File: config.mk
export PLATFORM = sky130hd
export DESIGN_NAME = tsos_front
export DESIGN_NICKNAME = d
export VERILOG_FILES = /design/src/design/tick_slot_operation_scheduler_macros.svh /design/src/design/tsos_pkg.sv /design/src/design/tsos_front.sv
export SDC_FILE = /design/constraint.sdc
export NUM_CORES = 1
export LEC_CHECK = 0
export BUFFER_PORTS_ARGS = -buffer_cell sky130_fd_sc_hd__buf_2
export CAP_MARGIN = 15
export CORE_AREA = 2 2 39 41
export DETAILED_ROUTE_END_ITERATION = 6
export DIE_AREA = 0 0 41 43
export PLACE_DENSITY_LB_ADDON = 0.05
export RECOVER_POWER = 25
export SYNTH_ARGS = -nofsm -noshare
export SYNTH_HDL_FRONTEND = slang
export SYNTH_SLANG_ARGS = --single-unit
File: constraint.sdc
create_clock -name vclk -period 0.9
set_input_delay 0.09 -clock vclk [all_inputs]
set_output_delay 0.09 -clock vclk [all_outputs]
set_load 0.02 [all_outputs]
File: src/design/tick_slot_operation_scheduler_macros.svh
// ----------------------------------------------------------------------------
// tick slot operation scheduler assertion macros
// concurrent assertion wrappers clocked on i_clk, TSOS_ASSERT gated by i_rst_n
// ----------------------------------------------------------------------------
`ifndef TICK_SLOT_OPERATION_SCHEDULER_MACROS_SVH
`define TICK_SLOT_OPERATION_SCHEDULER_MACROS_SVH

// assertion disabled while reset is active
`define TSOS_ASSERT(label, prop, msg) \
    label: assert property (@(posedge i_clk) disable iff (!i_rst_n) prop) else $error(msg);

// assertion checked in every cycle, reset included
`define TSOS_ASSERT_ALWAYS(label, prop, msg) \
    label: assert property (@(posedge i_clk) prop) else $error(msg);

`endif

File: src/design/tsos_pkg.sv
// ----------------------------------------------------------------------------
// tsos_pkg
// shared types and constants of the tick slot operation scheduler
// ----------------------------------------------------------------------------
package tsos_pkg;

    localparam int SLOTS_DEF        = 64;
    localparam int OPS_PER_SLOT_DEF = 16;
    localparam int OP_BITS_DEF      = 8;

    localparam int FIELD_OP_W = 8;
    localparam int WAIT_W     = 32;
    localparam int TICK_W     = 32;
    localparam int STATUS_W   = 3;
    localparam int KIND_W     = 2;
    localparam int Q_DEPTH    = 2;

    localparam logic [STATUS_W-1:0] ST_OK        = 3'd0;
    localparam logic [STATUS_W-1:0] ST_STOPPED   = 3'd1;
    localparam logic [STATUS_W-1:0] ST_DUPLICATE = 3'd2;
    localparam logic [STATUS_W-1:0] ST_FULL      = 3'd3;
    localparam logic [STATUS_W-1:0] ST_TOO_LONG  = 3'd4;

    typedef enum logic [KIND_W-1:0] {
        K_STATUS,
        K_SCHED,
        K_TICK
    } t_kind;

    typedef enum logic [1:0] {
        S_CLEAR,
        S_IDLE,
        S_FILL,
        S_WALK
    } t_state;

    typedef struct packed {
        logic running;
        logic clearing;
    } t_back_stat;

endpackage

File: src/design/tsos_front.sv
// ----------------------------------------------------------------------------
// tsos_front
// takes request transfers, sorts out early refusals and queues commands
// ----------------------------------------------------------------------------
module tsos_front #(
    parameter int SLOTS   = tsos_pkg::SLOTS_DEF,
    parameter int OP_BITS = tsos_pkg::OP_BITS_DEF
) (
    input  logic                                  start,
    output logic                                  busy,
    input  logic                                  i_req_type,
    input  logic [tsos_pkg::FIELD_OP_W-1:0]       i_op_code,
    input  logic [tsos_pkg::WAIT_W-1:0]           i_wait_ticks,
    input  tsos_pkg::t_back_stat                  i_stat,
    input  logic                                  i_q_room,
    output logic                                  o_push,
    output logic [tsos_pkg::KIND_W + tsos_pkg::STATUS_W
                  + ((OP_BITS < tsos_pkg::FIELD_OP_W) ? OP_BITS : tsos_pkg::FIELD_OP_W)
                  + $clog2(SLOTS) - 1:0]           o_push_data
);

    localparam int OP_W   = (OP_BITS < tsos_pkg::FIELD_OP_W) ? OP_BITS : tsos_pkg::FIELD_OP_W;
    localparam int SLOT_W = $clog2(SLOTS);

    logic                            accept;
    tsos_pkg::t_kind                 kind;
    logic [tsos_pkg::STATUS_W-1:0]   status;
    logic                            wait_ok;

    assign busy    = !i_q_room || i_stat.clearing;
    assign accept  = start && !busy;
    assign wait_ok = (i_wait_ticks < tsos_pkg::WAIT_W'(SLOTS));

    always_comb begin
        kind   = tsos_pkg::K_TICK;
        status = tsos_pkg::ST_OK;
        if (i_req_type) begin
            if (!i_stat.running) begin
                kind   = tsos_pkg::K_STATUS;
                status = tsos_pkg::ST_STOPPED;
            end else if (!wait_ok) begin
                kind   = tsos_pkg::K_STATUS;
                status = tsos_pkg::ST_TOO_LONG;
            end else begin
                kind = tsos_pkg::K_SCHED;
            end
        end
    end

    // a tick while stopped is dropped here
    assign o_push      = accept && (i_req_type || i_stat.running);
    assign o_push_data = {kind, status, i_op_code[OP_W-1:0], i_wait_ticks[SLOT_W-1:0]};

endmodule

==> metrics <==
status finished, violations left; violated checks negative setup slack; largest net degree at the start of global routing 4; Worst Hold Margin approximately 0.18 ns; Total GRT Usage 0.08700; dpl hpwl 698 um; Hold Crit Depth 0; sequential-to-total area share from yosys stat 0; Area contributors post-synth buf_4, nor4_1, nor2_1; cell with the most instances on the worst path buf_6; share of layout cells above drive strength 1 0.8000; crit-path max FO 2; setup TNS -0.3974 ns; Layout Cells excl Fill between 70 and 80; Synth top cells by count buf_4, nor4_1, nor2_1; worst vdd ir 102.1 uV; Max-cap violations 0; Buffers on Ports 37; Post-Synthesis Cells 33; Yosys Warn Count 0; setup violators final 2; FFs & Latches 0; die width ~41 um; number of global-route vias before repair just under 300; worst hold path endpoint o_push_data[2]; initial antenna violation count 0; Buf/Inv on CP 2; post-CTS setup buffer count 0; Post-Place Cells between 70 and 80; hold_sp i_wait_ticks[2]; syn_nets 78; drt pass-1 iters 4; WP data required between 0.8 and 0.9 ns; wire per inst between 10 and 15 um; Final WS setup -0.2047 ns; standard-cell row count 14; remaining routing DRC violations 0; Gate power share 1.000; first-pass GRT wire length roughly 1100 um; number of diodes 0; Final nets a little over 100; Crit. End Element output pin; crit-path leading delay family simple AND/OR/NAND/NOR gates; die height 43 um; most frequent cell after synthesis buf_4; clkbuf count 0; switch share 0.4360; core area around 1400 um^2; vias between 300 and 400; Unique masters post-synth 12; Ports 66; static leakage power between 0.2 and 0.25 nW; Register Area 0 um^2; Mapped Area between 200 and 250 um^2; Slew Viols, Final 0; routed vias/inst ~4.5; Clock power frac 0; GPL Wtd Cong 0.6080; sequential power share 0; Initial Utilization 0.1555; total gr overflow 0; ANT nets after route 0; crit path DAT 1.01 ns; pwr/cell area 371.9 nW/um^2; Layout area overhead 94.77%; post-layout min period between 1 and 1.5 ns; Syn Area/Cell around 6.5 um^2; WL final 870 um; design area around 420 um^2; WS Path Type input port to output pin; switching pwr a little under 70 uW; Internal Pwr Total 87.93 uW; post-synth top area cell buf_4; worst hold path class input port to output pin; worst path cell trace buf_6 -> nor4_4 -> nand4_1 -> o21ba_1 -> buf_6; Final Hold Vio Count 0; Pwr Total approximately 160 uW; DR iter-0 viols 4; RSZ-0062 raised after global routing true; DIE AREA roughly 1800 um^2; Slowest-stage cell, CP nor4_4; Setup crit start kind input port; post-placement cell area between 300 and 400 um^2; Critical Path Max Stage Delay ~0.26 ns; final worst-path cycle share 1.227; top cell type's share of synthesized area 0.5233; Max Clock Freq 0.9053 GHz
## power groups by stage
stage	registers, mW	logic (mW)	clock network, mW
finish	0	0.156	0
global route	0	0.169	0
CTS	0	0.149	0
detailed placement	0	0.113	0
global placement	0	0.115	0
floorplan	0	0.130	0
## final cells by class
cell class | instances | area, um^2
timing repair buffer | 37 | 235.2
fill | 153 | 964.7
tap | 16 | 20.02
multi-input combinational | 17 | 160.2
inverter | 1 | 3.754
## metal layers
metal  part of all wire  GRT usage  routed length (um)
met4                  0          0                   0
met5                  0          0                   0
met2               0.62     0.2188                 542
met3               0.19    0.02618                 163
met1               0.19    0.03810                 165
## worst max path at each step
stage / start / end / cells after the start
2_1_floorplan: i_wait_ticks[30] / o_push_data[16] / 3
3_3_place_gp: i_wait_ticks[26] / o_push_data[16] / 5
3_5_place_dp: i_wait_ticks[26] / o_push_data[16] / 5
4_1_cts: i_wait_ticks[6] / o_push_data[16] / 5
5_1_grt: i_wait_ticks[6] / o_push_data[16] / 5
6_report: i_wait_ticks[6] / o_push_data[16] / 5
## layout by cell type (no fill, tap or decap), drive strengths merged
master | synthesis | final
o21ba | 1 | 1
buf | 15 | 37
nor4 | 6 | 6
nor2 | 3 | 3
o21ai | 1 | 1
nand3 | 1 | 1
nand2b | 1 | 1
nand4 | 1 | 1
conb | 1 | 1
nand2 | 1 | 1
nor3 | 1 | 1
inv | 1 | 1
## cell families (layout without fill, tap and decap cells)
group                  Yosys count  in the layout  synth area share
buffers and inverters           16             38            0.5407
AND/OR/NAND/NOR                 14             14            0.3721
AO/OA/AOI/OAI                    2              2           0.06975
other                            1              1           0.01743
## through the flow
step,worst slack [ns],utilization
floorplan,0.002958,-
detailed placement,-0.2631,0.2269
CTS,-0.1945,0.2939
global placement,-0.2711,0.2269
finish,-0.2047,0.3029
global route,-0.2656,0.3029
## timing repair
action | CTS | global route
endpoints found under the setup margin | 2 | 2
pin swaps | 8 | 3
resized for setup | 16 | 2
endpoints found under the hold margin | 0 | 0
hold buffers | 0 | 0
Note: power is estimated with default switching activity, not from simulation.
