==> src/design/tick_slot_operation_scheduler_macros.svh <==
// ----------------------------------------------------------------------------
// tick slot operation scheduler assertion macros
// concurrent assertion wrappers clocked on i_clk, TSOS_ASSERT gated by i_rst_n
// ----------------------------------------------------------------------------
`ifndef TICK_SLOT_OPERATION_SCHEDULER_MACROS_SVH
`define TICK_SLOT_OPERATION_SCHEDULER_MACROS_SVH

// assertion disabled while reset is active
`define TSOS_ASSERT(label, prop, msg) \
    label: assert property (@(posedge i_clk) disable iff (!i_rst_n) prop) else $error(msg);

// assertion checked in every cycle, reset included
`define TSOS_ASSERT_ALWAYS(label, prop, msg) \
    label: assert property (@(posedge i_clk) prop) else $error(msg);

`endif

==> src/design/tsos_pkg.sv <==
// ----------------------------------------------------------------------------
// tsos_pkg
// shared types and constants of the tick slot operation scheduler
// ----------------------------------------------------------------------------
package tsos_pkg;

    localparam int SLOTS_DEF        = 64;
    localparam int OPS_PER_SLOT_DEF = 16;
    localparam int OP_BITS_DEF      = 8;

    localparam int FIELD_OP_W = 8;
    localparam int WAIT_W     = 32;
    localparam int TICK_W     = 32;
    localparam int STATUS_W   = 3;
    localparam int KIND_W     = 2;
    localparam int Q_DEPTH    = 2;

    localparam logic [STATUS_W-1:0] ST_OK        = 3'd0;
    localparam logic [STATUS_W-1:0] ST_STOPPED   = 3'd1;
    localparam logic [STATUS_W-1:0] ST_DUPLICATE = 3'd2;
    localparam logic [STATUS_W-1:0] ST_FULL      = 3'd3;
    localparam logic [STATUS_W-1:0] ST_TOO_LONG  = 3'd4;

    typedef enum logic [KIND_W-1:0] {
        K_STATUS,
        K_SCHED,
        K_TICK
    } t_kind;

    typedef enum logic [1:0] {
        S_CLEAR,
        S_IDLE,
        S_FILL,
        S_WALK
    } t_state;

    typedef struct packed {
        logic running;
        logic clearing;
    } t_back_stat;

endpackage

==> src/design/tsos_queue.sv <==
// ----------------------------------------------------------------------------
// tsos_queue
// short command queue between the front and the back
// ----------------------------------------------------------------------------
module tsos_queue #(
    parameter int DATA_W = 8
) (
    input  logic              i_clk,
    input  logic              i_rst_n,
    input  logic              i_push,
    input  logic [DATA_W-1:0] i_push_data,
    output logic              o_room,
    output logic              o_valid,
    output logic [DATA_W-1:0] o_data,
    input  logic              i_pop
);

    localparam int PTR_W = $clog2(tsos_pkg::Q_DEPTH);
    localparam int CNT_W = $clog2(tsos_pkg::Q_DEPTH + 1);
    localparam logic [PTR_W-1:0] LAST_PTR = PTR_W'(tsos_pkg::Q_DEPTH - 1);
    localparam logic [CNT_W-1:0] DEPTH_C  = CNT_W'(tsos_pkg::Q_DEPTH);

    logic [DATA_W-1:0] r_mem [tsos_pkg::Q_DEPTH];
    logic [PTR_W-1:0]  r_wp, r_rp;
    logic [CNT_W-1:0]  r_cnt;
    logic              do_push, do_pop;

    assign o_room  = (r_cnt != DEPTH_C);
    assign o_valid = (r_cnt != '0);
    assign o_data  = r_mem[r_rp];
    assign do_push = i_push && o_room;
    assign do_pop  = i_pop && o_valid;

    always_ff @(posedge i_clk) begin
        if (do_push) begin
            r_mem[r_wp] <= i_push_data;
        end
    end

    always_ff @(posedge i_clk) begin
        if (!i_rst_n) begin
            r_wp  <= '0;
            r_rp  <= '0;
            r_cnt <= '0;
        end else begin
            if (do_push) begin
                r_wp <= (r_wp == LAST_PTR) ? '0 : r_wp + PTR_W'(1);
            end
            if (do_pop) begin
                r_rp <= (r_rp == LAST_PTR) ? '0 : r_rp + PTR_W'(1);
            end
            if (do_push && !do_pop) begin
                r_cnt <= r_cnt + CNT_W'(1);
            end else if (do_pop && !do_push) begin
                r_cnt <= r_cnt - CNT_W'(1);
            end
        end
    end

endmodule

==> config.mk <==
export PLATFORM = sky130hd
export DESIGN_NAME = tsos_queue
export DESIGN_NICKNAME = d
export VERILOG_FILES = /design/src/design/tick_slot_operation_scheduler_macros.svh /design/src/design/tsos_pkg.sv /design/src/design/tsos_queue.sv
export SDC_FILE = /design/constraint.sdc
export NUM_CORES = 1
export LEC_CHECK = 0
export BUFFER_PORTS_ARGS = -buffer_cell sky130_fd_sc_hd__buf_4
export CELL_PAD_IN_SITES_DETAIL_PLACEMENT = 1
export CELL_PAD_IN_SITES_GLOBAL_PLACEMENT = 1
export CORE_MARGIN = 2
export CORE_UTILIZATION = 36
export CTS_CLUSTER_DIAMETER = 100
export CTS_CLUSTER_SIZE = 25
export DETAILED_ROUTE_END_ITERATION = 7
export GPL_TIMING_DRIVEN = 0
export PLACE_DENSITY_LB_ADDON = 0.1
export SYNTH_ARGS = -nofsm -noshare
export SYNTH_HDL_FRONTEND = slang
export SYNTH_SLANG_ARGS = --single-unit
export TNS_END_PERCENT = 30
==> constraint.sdc <==
create_clock -name i_clk -period 1.4 [get_ports i_clk]
set_input_delay 0.21 -clock i_clk [delete_from_list [all_inputs] [get_ports i_clk]]
set_output_delay 0.21 -clock i_clk [all_outputs]
set_load 0.1 [all_outputs]
==> impl_metrics.env <==
export IMPL_status="finished, violations left"
export IMPL_violations="setup timing"
export IMPL_clk_pin_slew_ns=0.12
export IMPL_cpPeakStageDelay_ns=0.37
export IMPL_cp_start_kind="flop"
export IMPL_grt_overflow=0
export IMPL_p_leak_nw=0.487
export IMPL_grt_pass1_wl_mm=2.81
export IMPL_htreeDepth=1
export IMPL_hpwl_um=999
export IMPL_post_drt_wl_per_cell_um=16.5
export IMPL_crit_path_end_kind="output port"
export IMPL_rows=17
export IMPL_die_x_um=51.4
export IMPL_syn_nets=63
export IMPL_cts_root_buf="clkbuf_4"
export IMPL_slew_headroom_pct=74.3
export IMPL_worstHoldPathType="primary input to flop"
export IMPL_multi_input_area_um2=265
export IMPL_dieArea_um2=2640
export IMPL_crit_family="flip-flops"
export IMPL_routed_wl_mm=1.70
export IMPL_holdWs_ns=0.0825
export IMPL_maxCapViolCount=0
export IMPL_tns_ns=-1.04
export IMPL_path_buf_inv=2
export IMPL_track_usage_pct=15.2
export IMPL_insertion_delay_ns=0.30
export IMPL_die_h_um=51.4
export IMPL_p_total_mw=2.84
export IMPL_period_share_pct=109
export IMPL_place_gp_congestion=0.630
export IMPL_regArea_um2=587
export IMPL_syn_avg_cell_area_um2=16.2
export IMPL_syn2layout_area_growth_pct=48.1
export IMPL_drtIter0Drc=0
export IMPL_path_cells="buf_8, mux2_4, buf_12"
export IMPL_ys_seq_elements=21
export IMPL_clock_sinks=21
export IMPL_rsz0062_at_grt="yes"
export IMPL_tritoncts="done"
export IMPL_antenna_found_initial=0
export IMPL_power_density_nw_per_um2=2370
export IMPL_grt_max_degree=13
export IMPL_finalSetupViolCount=9
export IMPL_drive_above_1_share_pct=57.3
export IMPL_antennaDiodeCount=0
export IMPL_cp_data_required_time_ns=1.19
export IMPL_first_global_vias=563
export IMPL_synth_distinct_cells=17
export IMPL_clockBufferDepth=2
export IMPL_crit_fanout=8
export IMPL_post_place_ws_ns=-0.226
export IMPL_slew_violations=0
export IMPL_first_pass_iters=1
export IMPL_synth_most_common_cell="edfxtp_1"
export IMPL_fillers=212
export IMPL_cts_buffers=3
export IMPL_postLayoutCoreUtil_pct=55.2
export IMPL_synthCells=50
export IMPL_worst_pin_slew_ns=0.386
export IMPL_antenna_left=0
export IMPL_io_pins=22
export IMPL_ys_seq_area_share_pct=71.7
export IMPL_synth_flop_cell="edfxtp_1"
export IMPL_synthTopCellsByCount="16 x edfxtp_1, 8 x mux2_2, 5 x dfxtp_1"
export IMPL_critPathArrivalTime_ns=1.32
export IMPL_cpMaxStageDelayCell="dfxtp_2"
export IMPL_ys_warn_count=0
export IMPL_start_util_pct=37.3
export IMPL_core_area_um2=2170
export IMPL_finalClockSkew_ns=0.00714
export IMPL_synth_area_leaders="edfxtp_1 59%, dfxtp_1 12%, mux2_2 11%, xor2_1 3.2%, nand2b_4 1.7%"
export IMPL_hold_viol=0
export IMPL_drc_errors=0
export IMPL_postCtsSetupBuffers=0
export IMPL_viasPerCell=4.59
export IMPL_worst_slack_ns=-0.130
export IMPL_critPathKind="flop to output port"
export IMPL_synthesis_area_um2=810
export IMPL_synth_edf_count=16
export IMPL_r2r_slack_ns=-0.06
export IMPL_synth_top_area_cell="edfxtp_1"
export IMPL_vdd_drop_max_v=0.00152
export IMPL_synth_top_area_share_pct=59.4
export IMPL_io_buffers=21
export IMPL_vias=473
export IMPL_final_nets=89
export IMPL_min_period_ns=1.53
export IMPL_fmax_mhz=654
export IMPL_synthArstFlopShare_pct=0
-- power by group --
group | internal (mW) | switching, mW | leakage [nW]
logic | 0.623 | 1.06 | 0.277
registers | 0.805 | 0.0733 | 0.192
clock network | 0.106 | 0.180 | 0.0177
total | 1.53 | 1.31 | 0.487
-- placed cells by master, fill, tap and decap left out --
cell and instances:
and3_1 1, nand3b_1 1, and2_4 1, dfxtp_1 2
nand2b_4 1, inv_1 2, or2_2 1, a21oi_1 2
buf_12 8, dfxtp_4 1, buf_8 1, nor2_1 3
ha_4 1, mux2_4 8, buf_4 12, dfxtp_2 2
buf_6 1, clkinv_2 1, edfxtp_1 16, o21ai_0 1
xor2_1 3, clkbuf_4 3, or3_1 1, a21bo_2 1
o21ai_2 1
-- per-layer routing --
metal / wire [um] / track usage (%)
met1: 647 / 16.4
met2: 998 / 29.1
met3: 54 / 2.63
met4: 0 / 5.26
met5: 0 / 0
-- worst paths after layout --
| check | start | end | depth (start not counted) |
|---|---|---|---|
| worst max register to register | r_cnt[0] | r_cnt[1] | 6 |
| worst min register to register | r_cnt[1] | r_cnt[1] | 2 |
| worst min-delay path | i_push_data[4] | r_mem[1][4] | 1 |
| worst max-delay path | flop | o_data[1] | 3 |
-- stage by stage --
step	cells	cell area [um^2]
after floorplan	50	826
after global placement	99	1020
after detailed placement	99	1020
after CTS	103	1190
after global routing	103	1200
final	103	1200
-- cell type report --
class                           count  area share, %
Timing Repair Buffer               21           21.8
Sequential cell                    21           49.0
Clock buffer                        3           1.88
Buffer                              1           1.25
Tap cell                           28           2.92
Clock inverter                      1          0.418
Inverter                            2          0.626
Multi-Input combinational cell     26           22.1
-- logic make-up after synthesis --
| logic type | Yosys count | synth area share (%) |
|---|---|---|
| AO/OA/AOI/OAI | 5 | 3.71 |
| XOR/XNOR | 3 | 3.25 |
| adder cells (fa/ha/maj) | 1 | 1.55 |
| buffers and inverters | 3 | 1.55 |
| flip-flops | 21 | 71.7 |
| multiplexers | 8 | 11.1 |
| AND/OR/NAND/NOR | 9 | 7.11 |
-- registers in the layout, summed over array words and instances (netlist names), named ones only --
signal / flops
r_wp: 1
r_cnt: 2
r_rp: 1
r_mem: 16
-- what timing repair did --
| action | CTS | global route |
|---|---|---|
| cloned | 0 | 0 |
| hold buffers | 0 | 0 |
| setup endpoints to repair | 10 | 11 |
| resized for setup | 38 | 3 |
Power figures use the tool's default switching activity.
